--- src/hdl/ictf_pkg.sv ---
package ictf_pkg;

	localparam int ADDR_W = 3;
	localparam logic REG_BLEND = 1'b0;
	localparam logic REG_SCALE = 1'b1;

	localparam logic [16:0] BLEND_RESET = 17'd64225;
	localparam logic [16:0] FRAC_ONE    = 17'd65536;
	localparam logic [23:0] SCALE_RESET = 24'd256141;
	localparam logic [19:0] MAX_ELAPSED = 20'd1000000;
	localparam logic [27:0] US_DIV      = 28'd256000000;
	localparam logic [59:0] US_HALF     = 60'd128000000;

	localparam int VEC_SHIFT = 14;
	localparam int VEC_W     = 31;
	localparam int CORD_W    = 34;
	localparam int ANG_W     = 27;
	localparam int ROOT_W    = 30;
	localparam int DELTA_W   = 33;
	localparam int PRED_W    = 34;

	localparam logic signed [ANG_W-1:0] DEG180 = 27'sd11796480;

	typedef enum logic [3:0] {
		S_IDLE, S_SQRT, S_ROLL, S_PITCH, S_GX, S_GY, S_GZ, S_BLR, S_BLP, S_UPD
	} ctl_state_t;

	typedef enum logic [1:0] {G_IDLE, G_MUL1, G_MUL2, G_DIV} gyro_phase_t;

	typedef enum logic [1:0] {B_IDLE, B_WGT, B_CMP} blend_phase_t;

	function automatic logic signed [ANG_W-1:0] atan_q16(input logic [4:0] idx);
		logic signed [ANG_W-1:0] r;
		case (idx)
			5'd0:  r = 27'sd2949120;
			5'd1:  r = 27'sd1740967;
			5'd2:  r = 27'sd919879;
			5'd3:  r = 27'sd466945;
			5'd4:  r = 27'sd234379;
			5'd5:  r = 27'sd117304;
			5'd6:  r = 27'sd58666;
			5'd7:  r = 27'sd29335;
			5'd8:  r = 27'sd14668;
			5'd9:  r = 27'sd7334;
			5'd10: r = 27'sd3667;
			5'd11: r = 27'sd1833;
			5'd12: r = 27'sd917;
			5'd13: r = 27'sd458;
			5'd14: r = 27'sd229;
			5'd15: r = 27'sd115;
			5'd16: r = 27'sd57;
			5'd17: r = 27'sd29;
			5'd18: r = 27'sd14;
			5'd19: r = 27'sd7;
			5'd20: r = 27'sd4;
			5'd21: r = 27'sd2;
			5'd22: r = 27'sd1;
			default: r = '0;
		endcase
		return r;
	endfunction

	function automatic logic signed [31:0] sat32(input logic signed [35:0] v);
		logic signed [35:0] hi;
		logic signed [35:0] lo;
		hi = 36'sd2147483647;
		lo = -36'sd2147483648;
		if (v > hi) begin
			return 32'sh7FFFFFFF;
		end else if (v < lo) begin
			return 32'sh80000000;
		end
		return v[31:0];
	endfunction

endpackage

--- src/hdl/ictf_isqrt.sv ---
module ictf_isqrt import ictf_pkg::*; (
	input  logic               clk,
	input  logic               arst_n,
	input  logic               start,
	input  logic signed [15:0] ax,
	input  logic signed [15:0] az,
	output logic               done,
	output logic [ROOT_W-1:0]  root
);

	logic               load_q, run_q, done_q;
	logic [31:0]        sq_q;
	logic [59:0]        n_q, res_q, bit_q;
	logic signed [15:0] mul_op;
	logic signed [31:0] prod;
	logic [31:0]        sum_sq;
	logic [59:0]        trial;

	assign mul_op = load_q ? az : ax;
	assign prod   = mul_op * mul_op;
	assign sum_sq = sq_q + 32'(prod);
	assign trial  = res_q + bit_q;

	always_ff @(posedge clk or negedge arst_n) begin
		if (!arst_n) begin
			load_q <= 1'b0;
			run_q  <= 1'b0;
			done_q <= 1'b0;
		end else begin
			done_q <= 1'b0;
			load_q <= start;
			if (load_q) begin
				run_q <= 1'b1;
			end else if (run_q && bit_q[0]) begin
				run_q  <= 1'b0;
				done_q <= 1'b1;
			end
		end
	end

	always_ff @(posedge clk) begin
		if (start) begin
			sq_q <= 32'(prod);
		end
		if (load_q) begin
			n_q   <= {sum_sq, 28'b0};
			res_q <= '0;
			bit_q <= 60'(1) << 58;
		end else if (run_q) begin
			if (n_q >= trial) begin
				n_q   <= n_q - trial;
				res_q <= (res_q >> 1) + bit_q;
			end else begin
				res_q <= res_q >> 1;
			end
			bit_q <= bit_q >> 2;
		end
	end

	assign done = done_q;
	assign root = res_q[ROOT_W-1:0];

endmodule

--- src/hdl/ictf_cordic.sv ---
module ictf_cordic import ictf_pkg::*; #(
	parameter int CORDIC_STEPS = 16
) (
	input  logic                    clk,
	input  logic                    arst_n,
	input  logic                    start,
	input  logic signed [VEC_W-1:0] y_in,
	input  logic signed [VEC_W-1:0] x_in,
	output logic                    done,
	output logic signed [ANG_W-1:0] angle
);

	localparam int IT_W = $clog2(CORDIC_STEPS);
	localparam logic [IT_W-1:0] IT_LAST = IT_W'(CORDIC_STEPS - 1);

	logic                     run_q, done_q;
	logic [IT_W-1:0]          it_q;
	logic signed [CORD_W-1:0] x_q, y_q, dx, dy, x_ext, y_ext;
	logic signed [ANG_W-1:0]  z_q, rot;
	logic                     zero_vec;

	assign x_ext    = CORD_W'(x_in);
	assign y_ext    = CORD_W'(y_in);
	assign zero_vec = (x_in == '0) && (y_in == '0);
	assign dx       = y_q >>> it_q;
	assign dy       = x_q >>> it_q;
	assign rot      = atan_q16(5'(it_q));

	always_ff @(posedge clk or negedge arst_n) begin
		if (!arst_n) begin
			run_q  <= 1'b0;
			done_q <= 1'b0;
		end else begin
			done_q <= 1'b0;
			if (start) begin
				run_q  <= !zero_vec;
				done_q <= zero_vec;
			end else if (run_q && it_q == IT_LAST) begin
				run_q  <= 1'b0;
				done_q <= 1'b1;
			end
		end
	end

	always_ff @(posedge clk) begin
		if (start) begin
			it_q <= '0;
			if (zero_vec) begin
				z_q <= '0;
			end else if (x_in < 0) begin
				x_q <= -x_ext;
				y_q <= -y_ext;
				z_q <= (y_in >= 0) ? DEG180 : -DEG180;
			end else begin
				x_q <= x_ext;
				y_q <= y_ext;
				z_q <= '0;
			end
		end else if (run_q) begin
			it_q <= it_q + 1'b1;
			if (y_q >= 0) begin
				x_q <= x_q + dx;
				y_q <= y_q - dy;
				z_q <= z_q + rot;
			end else begin
				x_q <= x_q - dx;
				y_q <= y_q + dy;
				z_q <= z_q - rot;
			end
		end
	end

	assign done  = done_q;
	assign angle = z_q;

endmodule

--- src/hdl/ictf_gyro.sv ---
module ictf_gyro import ictf_pkg::*; (
	input  logic                      clk,
	input  logic                      arst_n,
	input  logic                      start,
	input  logic signed [15:0]        rate,
	input  logic [23:0]               scale,
	input  logic [19:0]               us,
	output logic                      done,
	output logic signed [DELTA_W-1:0] delta
);

	gyro_phase_t               phase_q, phase_d;
	logic                      done_q, neg_q;
	logic [4:0]                cnt_q;
	logic [59:0]               mcand_q, acc_q, acc_n, sum;
	logic [19:0]               mplier_q;
	logic [27:0]               rem_q, rem_n;
	logic [31:0]               dvd_q, quo_q, quo_n;
	logic [28:0]               trial;
	logic                      ge;
	logic signed [16:0]        rate_ext;
	logic [15:0]               rate_mag;
	logic signed [DELTA_W-1:0] q_ext;

	assign rate_ext = 17'(rate);
	assign rate_mag = 16'(rate < 0 ? -rate_ext : rate_ext);
	assign acc_n    = mplier_q[0] ? acc_q + mcand_q : acc_q;
	assign sum      = acc_n + US_HALF;
	assign trial    = {rem_q, dvd_q[31]};
	assign ge       = trial >= {1'b0, US_DIV};
	assign rem_n    = ge ? 28'(trial - {1'b0, US_DIV}) : trial[27:0];
	assign quo_n    = {quo_q[30:0], ge};
	assign q_ext    = $signed({1'b0, quo_n});

	always_comb begin
		phase_d = phase_q;
		unique case (phase_q)
			G_IDLE: if (start) begin
				phase_d = G_MUL1;
			end
			G_MUL1: if (cnt_q == 5'd15) begin
				phase_d = G_MUL2;
			end
			G_MUL2: if (cnt_q == 5'd19) begin
				phase_d = G_DIV;
			end
			G_DIV: if (cnt_q == 5'd31) begin
				phase_d = G_IDLE;
			end
			default: phase_d = G_IDLE;
		endcase
	end

	always_ff @(posedge clk or negedge arst_n) begin
		if (!arst_n) begin
			phase_q <= G_IDLE;
			done_q  <= 1'b0;
		end else begin
			phase_q <= phase_d;
			done_q  <= (phase_q == G_DIV) && (phase_d == G_IDLE);
		end
	end

	always_ff @(posedge clk) begin
		unique case (phase_q)
			G_IDLE: begin
				neg_q    <= rate < 0;
				mcand_q  <= 60'(scale);
				mplier_q <= 20'(rate_mag);
				acc_q    <= '0;
				cnt_q    <= '0;
			end
			G_MUL1: begin
				if (phase_d == G_MUL2) begin
					mcand_q  <= acc_n;
					mplier_q <= us;
					acc_q    <= '0;
					cnt_q    <= '0;
				end else begin
					acc_q    <= acc_n;
					mcand_q  <= mcand_q << 1;
					mplier_q <= mplier_q >> 1;
					cnt_q    <= cnt_q + 1'b1;
				end
			end
			G_MUL2: begin
				acc_q    <= acc_n;
				mcand_q  <= mcand_q << 1;
				mplier_q <= mplier_q >> 1;
				if (phase_d == G_DIV) begin
					rem_q <= sum[59:32];
					dvd_q <= sum[31:0];
					cnt_q <= '0;
				end else begin
					cnt_q <= cnt_q + 1'b1;
				end
			end
			G_DIV: begin
				cnt_q <= cnt_q + 1'b1;
				rem_q <= rem_n;
				dvd_q <= dvd_q << 1;
				quo_q <= quo_n;
				if (phase_d == G_IDLE) begin
					delta <= neg_q ? -q_ext : q_ext;
				end
			end
			default: cnt_q <= '0;
		endcase
	end

	assign done = done_q;

endmodule

--- src/hdl/ictf_blend.sv ---
module ictf_blend import ictf_pkg::*; (
	input  logic                     clk,
	input  logic                     arst_n,
	input  logic                     start,
	input  logic [16:0]              w,
	input  logic signed [PRED_W-1:0] pred,
	input  logic signed [ANG_W-1:0]  acc,
	output logic                     done,
	output logic signed [31:0]       angle
);

	blend_phase_t       phase_q, phase_d;
	logic               done_q;
	logic [4:0]         cnt_q;
	logic [16:0]        w_clamp, mplier_q, comp_q;
	logic signed [51:0] mcand_q, sum_q, sum_n;
	logic signed [ANG_W-1:0] acc_q;

	assign w_clamp = (w > FRAC_ONE) ? FRAC_ONE : w;
	assign sum_n   = mplier_q[0] ? sum_q + mcand_q : sum_q;

	always_comb begin
		phase_d = phase_q;
		unique case (phase_q)
			B_IDLE: if (start) begin
				phase_d = B_WGT;
			end
			B_WGT: if (cnt_q == 5'd16) begin
				phase_d = B_CMP;
			end
			B_CMP: if (cnt_q == 5'd16) begin
				phase_d = B_IDLE;
			end
			default: phase_d = B_IDLE;
		endcase
	end

	always_ff @(posedge clk or negedge arst_n) begin
		if (!arst_n) begin
			phase_q <= B_IDLE;
			done_q  <= 1'b0;
		end else begin
			phase_q <= phase_d;
			done_q  <= (phase_q == B_CMP) && (phase_d == B_IDLE);
		end
	end

	always_ff @(posedge clk) begin
		unique case (phase_q)
			B_IDLE: begin
				mplier_q <= w_clamp;
				comp_q   <= FRAC_ONE - w_clamp;
				mcand_q  <= 52'(pred);
				acc_q    <= acc;
				sum_q    <= 52'sd32768;
				cnt_q    <= '0;
			end
			B_WGT: begin
				sum_q <= sum_n;
				if (phase_d == B_CMP) begin
					mplier_q <= comp_q;
					mcand_q  <= 52'(acc_q);
					cnt_q    <= '0;
				end else begin
					mplier_q <= mplier_q >> 1;
					mcand_q  <= mcand_q <<< 1;
					cnt_q    <= cnt_q + 1'b1;
				end
			end
			B_CMP: begin
				sum_q    <= sum_n;
				mplier_q <= mplier_q >> 1;
				mcand_q  <= mcand_q <<< 1;
				cnt_q    <= cnt_q + 1'b1;
				if (phase_d == B_IDLE) begin
					angle <= sat32(sum_n[51:16]);
				end
			end
			default: cnt_q <= '0;
		endcase
	end

	assign done = done_q;

endmodule

--- src/hdl/imu_complementary_tilt_filter.sv ---
// Channel  | Handshake                   | Payload
// sample   | sample_valid / sample_stall | acc_x..z, rate_x..z, elapsed_us
// angle    | angle_valid / angle_stall   | angle_x, angle_y, angle_z
// config   | APB write/read              | blend_weight_q16 @0, gyro_scale_q24 @4
//
// A result is written to the output register in S_UPD; the next sample is taken in
// the cycle after that at the earliest.
// Most of the work is the bit-serial gyro multiply and divide for each axis.
// A sample is taken only when the sequencer is idle; the last result waits in
// the output register while the next sample is worked on.
// A stalled result holds the final update until it is taken.
// Reset clears the angles to zero and loads the register defaults.
module imu_complementary_tilt_filter import ictf_pkg::*; #(
	parameter int CORDIC_STEPS = 16
) (
	input  logic               clk,
	input  logic               arst_n,
	input  logic               psel,
	input  logic               penable,
	input  logic               pwrite,
	input  logic [ADDR_W-1:0]  paddr,
	input  logic [31:0]        pwdata,
	output logic [31:0]        prdata,
	output logic               pready,
	input  logic               sample_valid,
	output logic               sample_stall,
	input  logic signed [15:0] acc_x,
	input  logic signed [15:0] acc_y,
	input  logic signed [15:0] acc_z,
	input  logic signed [15:0] rate_x,
	input  logic signed [15:0] rate_y,
	input  logic signed [15:0] rate_z,
	input  logic [19:0]        elapsed_us,
	output logic               angle_valid,
	input  logic               angle_stall,
	output logic signed [31:0] angle_x,
	output logic signed [31:0] angle_y,
	output logic signed [31:0] angle_z
);

	ctl_state_t state_q, state_d;
	logic       go_q, go_d, upd;
	logic       out_valid_q;
	logic [16:0] weight_q;
	logic [23:0] scale_q;
	logic signed [31:0] roll_q, pitch_q, yaw_q, new_roll_q;
	logic signed [15:0] ax_q, ay_q, az_q, gx_q, gy_q, gz_q;
	logic [19:0]        us_q;
	logic signed [ANG_W-1:0]   acc_roll_q, acc_pitch_q;
	logic signed [DELTA_W-1:0] dx_q, dy_q, dz_q;

	logic                      sqrt_start, sqrt_done;
	logic [ROOT_W-1:0]         sqrt_root;
	logic                      cord_start, cord_done;
	logic signed [VEC_W-1:0]   cord_y, cord_x;
	logic signed [ANG_W-1:0]   cord_angle;
	logic                      gyro_start, gyro_done;
	logic signed [15:0]        gyro_rate;
	logic signed [DELTA_W-1:0] gyro_delta;
	logic                      blend_start, blend_done;
	logic signed [PRED_W-1:0]  blend_pred;
	logic signed [ANG_W-1:0]   blend_acc;
	logic signed [31:0]        blend_angle;
	logic signed [16:0]        ay_neg;

	always_comb begin
		state_d = state_q;
		go_d    = 1'b0;
		upd     = 1'b0;
		unique case (state_q)
			S_IDLE: if (sample_valid) begin
				state_d = S_SQRT;
				go_d    = 1'b1;
			end
			S_SQRT: if (sqrt_done) begin
				state_d = S_ROLL;
				go_d    = 1'b1;
			end
			S_ROLL: if (cord_done) begin
				state_d = S_PITCH;
				go_d    = 1'b1;
			end
			S_PITCH: if (cord_done) begin
				state_d = S_GX;
				go_d    = 1'b1;
			end
			S_GX: if (gyro_done) begin
				state_d = S_GY;
				go_d    = 1'b1;
			end
			S_GY: if (gyro_done) begin
				state_d = S_GZ;
				go_d    = 1'b1;
			end
			S_GZ: if (gyro_done) begin
				state_d = S_BLR;
				go_d    = 1'b1;
			end
			S_BLR: if (blend_done) begin
				state_d = S_BLP;
				go_d    = 1'b1;
			end
			S_BLP: if (blend_done) begin
				state_d = S_UPD;
			end
			S_UPD: if (!out_valid_q || !angle_stall) begin
				state_d = S_IDLE;
				upd     = 1'b1;
			end
			default: state_d = S_IDLE;
		endcase
	end

	always_ff @(posedge clk or negedge arst_n) begin
		if (!arst_n) begin
			state_q     <= S_IDLE;
			go_q        <= 1'b0;
			out_valid_q <= 1'b0;
			weight_q    <= BLEND_RESET;
			scale_q     <= SCALE_RESET;
			roll_q      <= '0;
			pitch_q     <= '0;
			yaw_q       <= '0;
		end else begin
			state_q <= state_d;
			go_q    <= go_d;
			if (upd) begin
				out_valid_q <= 1'b1;
				roll_q      <= new_roll_q;
				pitch_q     <= blend_angle;
				yaw_q       <= sat32(36'(yaw_q) + 36'(dz_q));
			end else if (out_valid_q && !angle_stall) begin
				out_valid_q <= 1'b0;
			end
			if (psel && penable && pwrite) begin
				unique case (paddr[2])
					REG_BLEND: weight_q <= pwdata[16:0];
					REG_SCALE: scale_q  <= pwdata[23:0];
				endcase
			end
		end
	end

	always_ff @(posedge clk) begin
		if (state_q == S_IDLE && sample_valid) begin
			ax_q <= acc_x;
			ay_q <= acc_y;
			az_q <= acc_z;
			gx_q <= rate_x;
			gy_q <= rate_y;
			gz_q <= rate_z;
			us_q <= (elapsed_us > MAX_ELAPSED) ? MAX_ELAPSED : elapsed_us;
		end
		if (state_q == S_ROLL && cord_done) begin
			acc_roll_q <= cord_angle;
		end
		if (state_q == S_PITCH && cord_done) begin
			acc_pitch_q <= cord_angle;
		end
		if (gyro_done) begin
			unique case (state_q)
				S_GX:    dx_q <= gyro_delta;
				S_GY:    dy_q <= gyro_delta;
				S_GZ:    dz_q <= gyro_delta;
				default: dz_q <= dz_q;
			endcase
		end
		if (state_q == S_BLR && blend_done) begin
			new_roll_q <= blend_angle;
		end
	end

	assign ay_neg      = -17'(ay_q);
	assign sqrt_start  = go_q && state_q == S_SQRT;
	assign cord_start  = go_q && (state_q == S_ROLL || state_q == S_PITCH);
	assign gyro_start  = go_q && (state_q == S_GX || state_q == S_GY || state_q == S_GZ);
	assign blend_start = go_q && (state_q == S_BLR || state_q == S_BLP);

	always_comb begin
		if (state_q == S_ROLL) begin
			cord_y = VEC_W'($signed({ay_neg, {VEC_SHIFT{1'b0}}}));
			cord_x = $signed({1'b0, sqrt_root});
		end else begin
			cord_y = VEC_W'($signed({ax_q, {VEC_SHIFT{1'b0}}}));
			cord_x = VEC_W'($signed({az_q, {VEC_SHIFT{1'b0}}}));
		end
		case (state_q)
			S_GX:    gyro_rate = gx_q;
			S_GY:    gyro_rate = gy_q;
			default: gyro_rate = gz_q;
		endcase
		if (state_q == S_BLR) begin
			blend_pred = PRED_W'(roll_q) + PRED_W'(dx_q);
			blend_acc  = acc_roll_q;
		end else begin
			blend_pred = PRED_W'(pitch_q) + PRED_W'(dy_q);
			blend_acc  = acc_pitch_q;
		end
	end

	ictf_isqrt u_isqrt (
		.clk    (clk),
		.arst_n (arst_n),
		.start  (sqrt_start),
		.ax     (ax_q),
		.az     (az_q),
		.done   (sqrt_done),
		.root   (sqrt_root)
	);

	ictf_cordic #(.CORDIC_STEPS(CORDIC_STEPS)) u_cordic (
		.clk    (clk),
		.arst_n (arst_n),
		.start  (cord_start),
		.y_in   (cord_y),
		.x_in   (cord_x),
		.done   (cord_done),
		.angle  (cord_angle)
	);

	ictf_gyro u_gyro (
		.clk    (clk),
		.arst_n (arst_n),
		.start  (gyro_start),
		.rate   (gyro_rate),
		.scale  (scale_q),
		.us     (us_q),
		.done   (gyro_done),
		.delta  (gyro_delta)
	);

	ictf_blend u_blend (
		.clk    (clk),
		.arst_n (arst_n),
		.start  (blend_start),
		.w      (weight_q),
		.pred   (blend_pred),
		.acc    (blend_acc),
		.done   (blend_done),
		.angle  (blend_angle)
	);

	assign sample_stall = state_q != S_IDLE;
	assign angle_valid  = out_valid_q;
	assign angle_x      = roll_q;
	assign angle_y      = pitch_q;
	assign angle_z      = yaw_q;
	assign pready       = 1'b1;
	assign prdata       = (paddr[2] == REG_SCALE) ? {8'b0, scale_q} : {15'b0, weight_q};

endmodule

--- config.mk ---
export PLATFORM = sky130hd
export DESIGN_NAME = imu_complementary_tilt_filter
export DESIGN_NICKNAME = d
export VERILOG_FILES = /design/src/hdl/ictf_pkg.sv /design/src/hdl/ictf_isqrt.sv /design/src/hdl/ictf_cordic.sv /design/src/hdl/ictf_gyro.sv /design/src/hdl/ictf_blend.sv /design/src/hdl/imu_complementary_tilt_filter.sv
export SDC_FILE = /design/constraint.sdc
export NUM_CORES = 2
export LEC_CHECK = 0
export ABC_AREA = 1
export BUFFER_PORTS_ARGS = -buffer_cell sky130_fd_sc_hd__buf_2
export CORE_UTILIZATION = 55
export CTS_CLUSTER_DIAMETER = 200
export DETAILED_ROUTE_END_ITERATION = 8
export GPL_ROUTABILITY_DRIVEN = 0
export PLACE_DENSITY_LB_ADDON = 0.15
export SLEW_MARGIN = 30
export SYNTH_ARGS = -nofsm -noshare
export SYNTH_HDL_FRONTEND = slang
export SYNTH_HIERARCHICAL = 1
export SYNTH_SLANG_ARGS = --single-unit
--- constraint.sdc ---
create_clock -name clk -period 9.66 [get_ports clk]
set_clock_uncertainty 0.2 [all_clocks]
set_input_delay 1.932 -clock clk [delete_from_list [all_inputs] [get_ports clk]]
set_output_delay 1.932 -clock clk [all_outputs]
set_load 0.05 [all_outputs]
Yosys cells after proc, flatten, opt, wreduce, memory -nomap -nowiden
Memories as Yosys holds them, arrays and structs flattened. A register that Yosys moved wholly into a read port is not among the register bits.
Index checks and enable logic that the tools add are counted.
{ "word_totals": {"out_inout_bits": 131, "mem_count": 1, "ff_bits": 1208, "wordCells": 299, "rom_bits": 352, "input_bits": 158} }
{ "mem_list": {"columns": ["name", "depth", "word_bits", "read_ports", "rd_clocked_by_memory_dff", "wr", "line_no", "source"], "rows": [
  ["(no name shown)", 16, 22, 1, 1, 0, "ictf_pkg.sv:34", "case (idx)"]
]} }
{ "op_classes": {"order_cmp": 12, "n_mux": 106, "bitwise": 1, "add_sub_neg": 26, "n_eq_ne": 35, "shifts": 2, "n_reduce_logical": 58, "multipliers": 1} }
{ "ops": {"columns": ["cell", "n"], "rows": [
  ["60-bit two-way mux", 7],
  ["34-bit two-way mux", 11],
  ["60-bit one-hot mux with 3 select lines", 2],
  ["32-bit two-way mux", 8],
  ["27-bit two-way mux", 7],
  ["52-bit one-hot mux with 3 select lines", 1],
  ["52-bit two-way mux", 2],
  ["52-bit one-hot mux with 2 select lines", 1],
  ["32-bit by 33-bit adder with 34-bit output", 3],
  ["34-bit adder", 2],
  ["31-bit negation with 34-bit output", 2],
  ["34-bit by 4-bit >>> shifter with 34-bit output", 2],
  ["34-bit subtractor", 2],
  ["32-bit one-hot mux with 2 select lines", 1],
  ["31-bit logical NOT", 2],
  ["31-bit two-way mux", 2],
  ["59-bit by 59-bit adder with 60-bit output", 1],
  ["60-bit by 27-bit adder with 60-bit output, second input constant", 1],
  ["60-bit by 59-bit adder with 60-bit output", 1],
  ["60-bit adder", 1],
  ["60-bit greater-or-equal comparator", 1],
  ["20-bit one-hot mux with 3 select lines", 1],
  ["60-bit subtractor", 1],
  ["28-bit two-way mux", 2],
  ["other kinds (63)", 177]
]} }

Longest topological paths before layout
{ "logic_depth": {"ltp_word": 9, "mapped_depth": 43, "ltp_nobuf": 41} }

By module
Netlist, hierarchy kept.
{ "modules_own_cells": {"columns": ["module", "seq_area_each_um2", "area_each_um2", "n_inst", "cells_per_inst"], "rows": [
  ["ictf_isqrt", 4329.2, 30707.0, 1, 4789],
  ["imu_complementary_tilt_filter", 12642.1, 23376.2, 1, 2678],
  ["ictf_gyro", 8132.8, 19949.1, 1, 2768],
  ["ictf_cordic", 3423.3, 16988.8, 1, 2794],
  ["ictf_blend", 6090.8, 13245.2, 1, 1659]
]} }

Least setup slack after synthesis
Ideal clock, no wire load.
{ "synth_timing": {"path_kind": "flip-flop to flip-flop", "start": "register u_isqrt.load_q", "end": "register u_isqrt.n_q[54] (data pin)", "path_slack_ns": 1.581, "required_time_ns": 9.201, "setup_time_ns": 0.259, "n_path_buf": 2, "t_arrival_ns": 7.621, "path_stages_with_launch": 35, "synth_period_minus_slack_ns": 8.079, "cell_sequence": "dfrtp_1 > inv_1 > clkbuf_1 > or2_2 > o21ai_0 > clkbuf_1 > nor2_1 > fa_1 > inv_1 > fa_1 > inv_1 > fa_1 > fa_1 > fa_1 > inv_1 > fa_1 > inv_1 > ha_1 > nand2_1 > nor2_1 > inv_1 > o21ai_0 > a21oi_1 > xor2_1 > ha_1 > nand2_1 > nor2_1 > nand2_1 > nor3_1 > nand2_1 > nand3_1 > nand2_1 > nand2_1 > nor2_1 > o21bai_2"} }
{ "synth_between": {"elab_chain_len": 4} }
{ "synth_rtl": {"columns": ["item", "line_no", "source"], "rows": [
  ["start: declaration", "ictf_isqrt.sv:11", "logic load_q, run_q, done_q;"],
  ["start signal: assignment", "ictf_isqrt.sv:31", "load_q <= start;"],
  ["16-bit two-way mux", "ictf_isqrt.sv:19", "assign mul_op = load_q ? az : ax;"],
  ["16-bit by 16-bit multiplier with 32-bit output", "ictf_isqrt.sv:20", "assign prod = mul_op * mul_op;"],
  ["via u_isqrt.prod[25]", "ictf_isqrt.sv:15", "logic signed [31:0] prod;"],
  ["32-bit adder", "ictf_isqrt.sv:21", "assign sum_sq = sq_q + 32'(prod);"],
  ["60-bit two-way mux", "ictf_isqrt.sv:45", "if (load_q) begin"],
  ["end signal: assignment", "ictf_isqrt.sv:46", "n_q <= {sum_sq, 28'b0};"],
  ["end signal: assignment", "ictf_isqrt.sv:51", "n_q <= n_q - trial;"],
  ["end: declaration", "ictf_isqrt.sv:13", "logic [59:0] n_q, res_q, bit_q;"]
]} }
The timed path passes the listed nets, and every way through them passes these cells.
A chain may end at the register's enable or synchronous reset.

Worst setup path in the final report
Same ends and word-level chain as after synthesis.

==> results.md <==
- Vias: 98,100
- Clock transition at path regs: 0.06 ns
- Netlist cell types: 84
- Max Slew Vio Count: 0
- Worst-Margin Slew: 1.09 ns
- WL final: 329 mm
- Layout cells sized above 1: 7.50%
- Clock tree buffer depth: 3
- Reg2reg start: u_isqrt/load_q$_DFF_PN0_
- Max Cap Viol: 0
- Synthesized cell area: 0.104 mm²
- RSZ-0062 raised after global routing: false
- EDFF count, synth: 921
- Avg Cell Area, Syn: 7.10 µm²
- CTS tree: built
- DRC: 42
- Number of global-route vias before repair: 90,300
- Die H: 437 µm
- CTS Root Cell: clkbuf_16
- Post_cts resized: 0
- Mapped Cells: 14,700
- Routed Antenna Nets: 0
- Post-DP HPWL: 258 mm
- Post-Layout Cell Count: 17,500
- Drt pass-1 iters: 9
- Sum Neg Setup Slack: 0 ns
- Status: finished, violations left
- GR Util met1: 43.4%
- CP arrival: 9.53 ns
- Hold path cells: 0
- Area contributors post-synth: edfxtp_1, nand2_1, inv_1, ha_1, nand3_1
- Grt peak-use layer: met2
- Layout area overhead: 8.15%
- Slowest cell delay on critical path: 0.71 ns
- Minimum clock period: 9.16 ns
- Worst r2r dst: u_isqrt/n_q[54]$_DFFE_PP_
- Post-CTS setup repair buffer count: 0
- Hold Crit Class: reg2reg
- Post-synthesis sequential area ratio: 33.2%
- Fill count: 17,800
- Met3 Usage GRT: 5.25%
- Slew HR: 26.5%
- Area leader, netlist: edfxtp_1
- GRT Residual Overflow: 0
- Std-Cell Rows: 159
- R2R setup slack: 0.50 ns
- Final setup fails: 0
- Worst-Skew Late Latency: 0.85 ns
- CTS Sinks: 1,229
- Maximum fanout along the worst path: 20
- Wire per inst: 18.8 µm
- Worst hold start: u_blend/angle[5]$_DFFE_PP_
- Drt via density: 5.61
- Ys Warns: 6
- Failing checks: design-rule violations
- Worst R2R Path Depth: 33
- Met2 Use GR: 53.9%
- IO buf count: 269
- Top_reg_cell synth: edfxtp_1
- I/O pin total: 289
- Die W: 437 µm
- Fin crit share: 94.8%
- Inst Count DP: 17,200
- Drt first-iter violations: 9,873
- H-tree levels: 4
- Register Area: 0.0346 mm²
- Hold Violations, Final: 0
- Final net count: 15,800
- Crit path launch type: flip-flop
- First-pass GRT wire length: 505 mm
- #FFs+latches synth: 1,229
- Die ar.: 0.191 mm²
- WS Path Type: reg2reg
- Critical Path Sink Type: flip-flop
- GR Util All Layers: 33.5%
- CP max stage cell: fa_1
- Hold EP: new_roll_q[5]$_DFFE_PP_
- Crit path required time: 10.03 ns
- Initial antenna violation count: 7
- Core area: 0.188 mm²
- Max Freq: 0.109 GHz
- Asr flop ratio synth: 12.5%
- Initial Utilization: 55.5%
- Yosys top cell area share: 26.5%
- Multi-input combinational cell area: 0.0599 mm²
- Hold-fix buffers, CTS: 0
- TritonCTS Buffers: 146
- Largest net degree at the start of global routing: 83
## Yosys cell counts, drive strengths merged, types with 28 or more instances
library cell	count
a21o	49
a21oi	875
a31oi	48
and2	28
buf	219
clkbuf	194
dfrtp	134
dfxtp	154
edfxtp	921
fa	246
ha	577
inv	2089
nand2	4302
nand3	1265
nand3b	34
nand4	150
nor2	1536
nor3	163
nor4	42
o211ai	41
o21a	35
o21ai	829
o21bai	91
or2	104
xnor2	157
xor2	219
## worst max-delay path, delay by kind of cell (launching register included)
kind | cells | cell delay (ns)
fa+ha+maj | 8 | 4.20
simple gates | 13 | 1.69
buf+inv | 7 | 1.00
compound gates | 4 | 0.97
flops | 1 | 0.59
xor+xnor | 1 | 0.20
## per-layer routing
metal	share of wire [%]	wire [µm]
met5	0.0082	27
met4	5.7	18800
met3	8.4	27500
met2	45	149000
met1	41	134000
## cell families (layout without fill, tap and decap cells)
kind of cell / Yosys count / in the layout / synth area share (%)
and+or+nand+nor: 7645 / 7645 / 31.2
buffers and inverters: 2521 / 2755 / 9.67
AOI/OAI and AO/OA: 2083 / 2083 / 11.1
DFF: 1229 / 1229 / 33.2
adders and majority gates: 823 / 823 / 11.6
xor gates and xnor gates: 376 / 376 / 3.16
muxes: 9 / 9 / 0.0948
other: 2 / 54 / 0.00720
## flip-flops by register name (all words and copies together), names as in the netlist, 33 cells and up
| signal | flops |
|---|---|
| dx_q | 33 |
| dy_q | 33 |
| dz_q | 33 |
| u_blend/mcand_q | 52 |
| u_blend/sum_q | 52 |
| u_cordic/x_q | 34 |
| u_cordic/y_q | 34 |
| u_gyro/acc_q | 60 |
| u_gyro/delta | 33 |
| u_gyro/mcand_q | 60 |
| u_isqrt/n_q | 60 |
| u_isqrt/res_q | 60 |
## cells in the final DEF, fill, tap and decap left out, types with 100 or more instances in the layout
cell type	count
nand2_1	4179
inv_1	2041
nor2_1	1448
nand3_1	1219
edfxtp_1	921
a21oi_1	859
o21ai_0	746
ha_1	573
buf_2	268
fa_1	246
xor2_1	219
xnor2_1	157
dfxtp_1	151
clkbuf_16	150
nand4_1	149
nor3_1	145
dfrtp_1	132
nand2_2	109
or2_2	100
buf_4	100
## how the worst max path moves through the flow
stage,slack (ns),endpoint,start
6_report,0.50,u_isqrt/n_q[54]$_DFFE_PP_,u_isqrt/load_q$_DFF_PN0_
5_1_grt,0.05,u_isqrt/n_q[57]$_DFFE_PP_,u_isqrt/load_q$_DFF_PN0_
4_1_cts,0.59,u_isqrt/n_q[58]$_DFFE_PP_,u_isqrt/load_q$_DFF_PN0_
3_5_place_dp,0.61,u_isqrt/n_q[58]$_DFFE_PP_,u_isqrt/load_q$_DFF_PN0_
3_3_place_gp,0.63,u_isqrt/n_q[58]$_DFFE_PP_,u_isqrt/load_q$_DFF_PN0_
2_1_floorplan,1.58,u_isqrt/n_q[54]$_DFFE_PP_,u_isqrt/load_q$_DFF_PN0_
## through the flow
stage / utilization, % / worst slack [ns] / instance area, µm² / hold slack [ns]
floorplan: - / 1.58 / 104000 / 0.218
global placement: 57.3 / 0.631 / 108000 / 0.222
detailed placement: 57.3 / 0.606 / 108000 / 0.225
CTS: 60.0 / 0.591 / 113000 / 0.245
global route: 60.0 / 0.0498 / 113000 / 0.254
finish: 60.0 / 0.500 / 113000 / 0.240
## final cells by class
class / instances / share of cell area [%]
repair buffers: 376 / 1.98
flip-flops and latches: 1229 / 30.7
well taps: 2495 / 2.77
clock buffers: 186 / 3.55
diodes: 5 / 0.0111
inverters: 2108 / 7.03
clock inverters: 85 / 0.855
multi-input cells: 11000 / 53.1
Power is not shown: default switching activity piles up to over one toggle a cycle in this logic, so the estimate is an artifact.
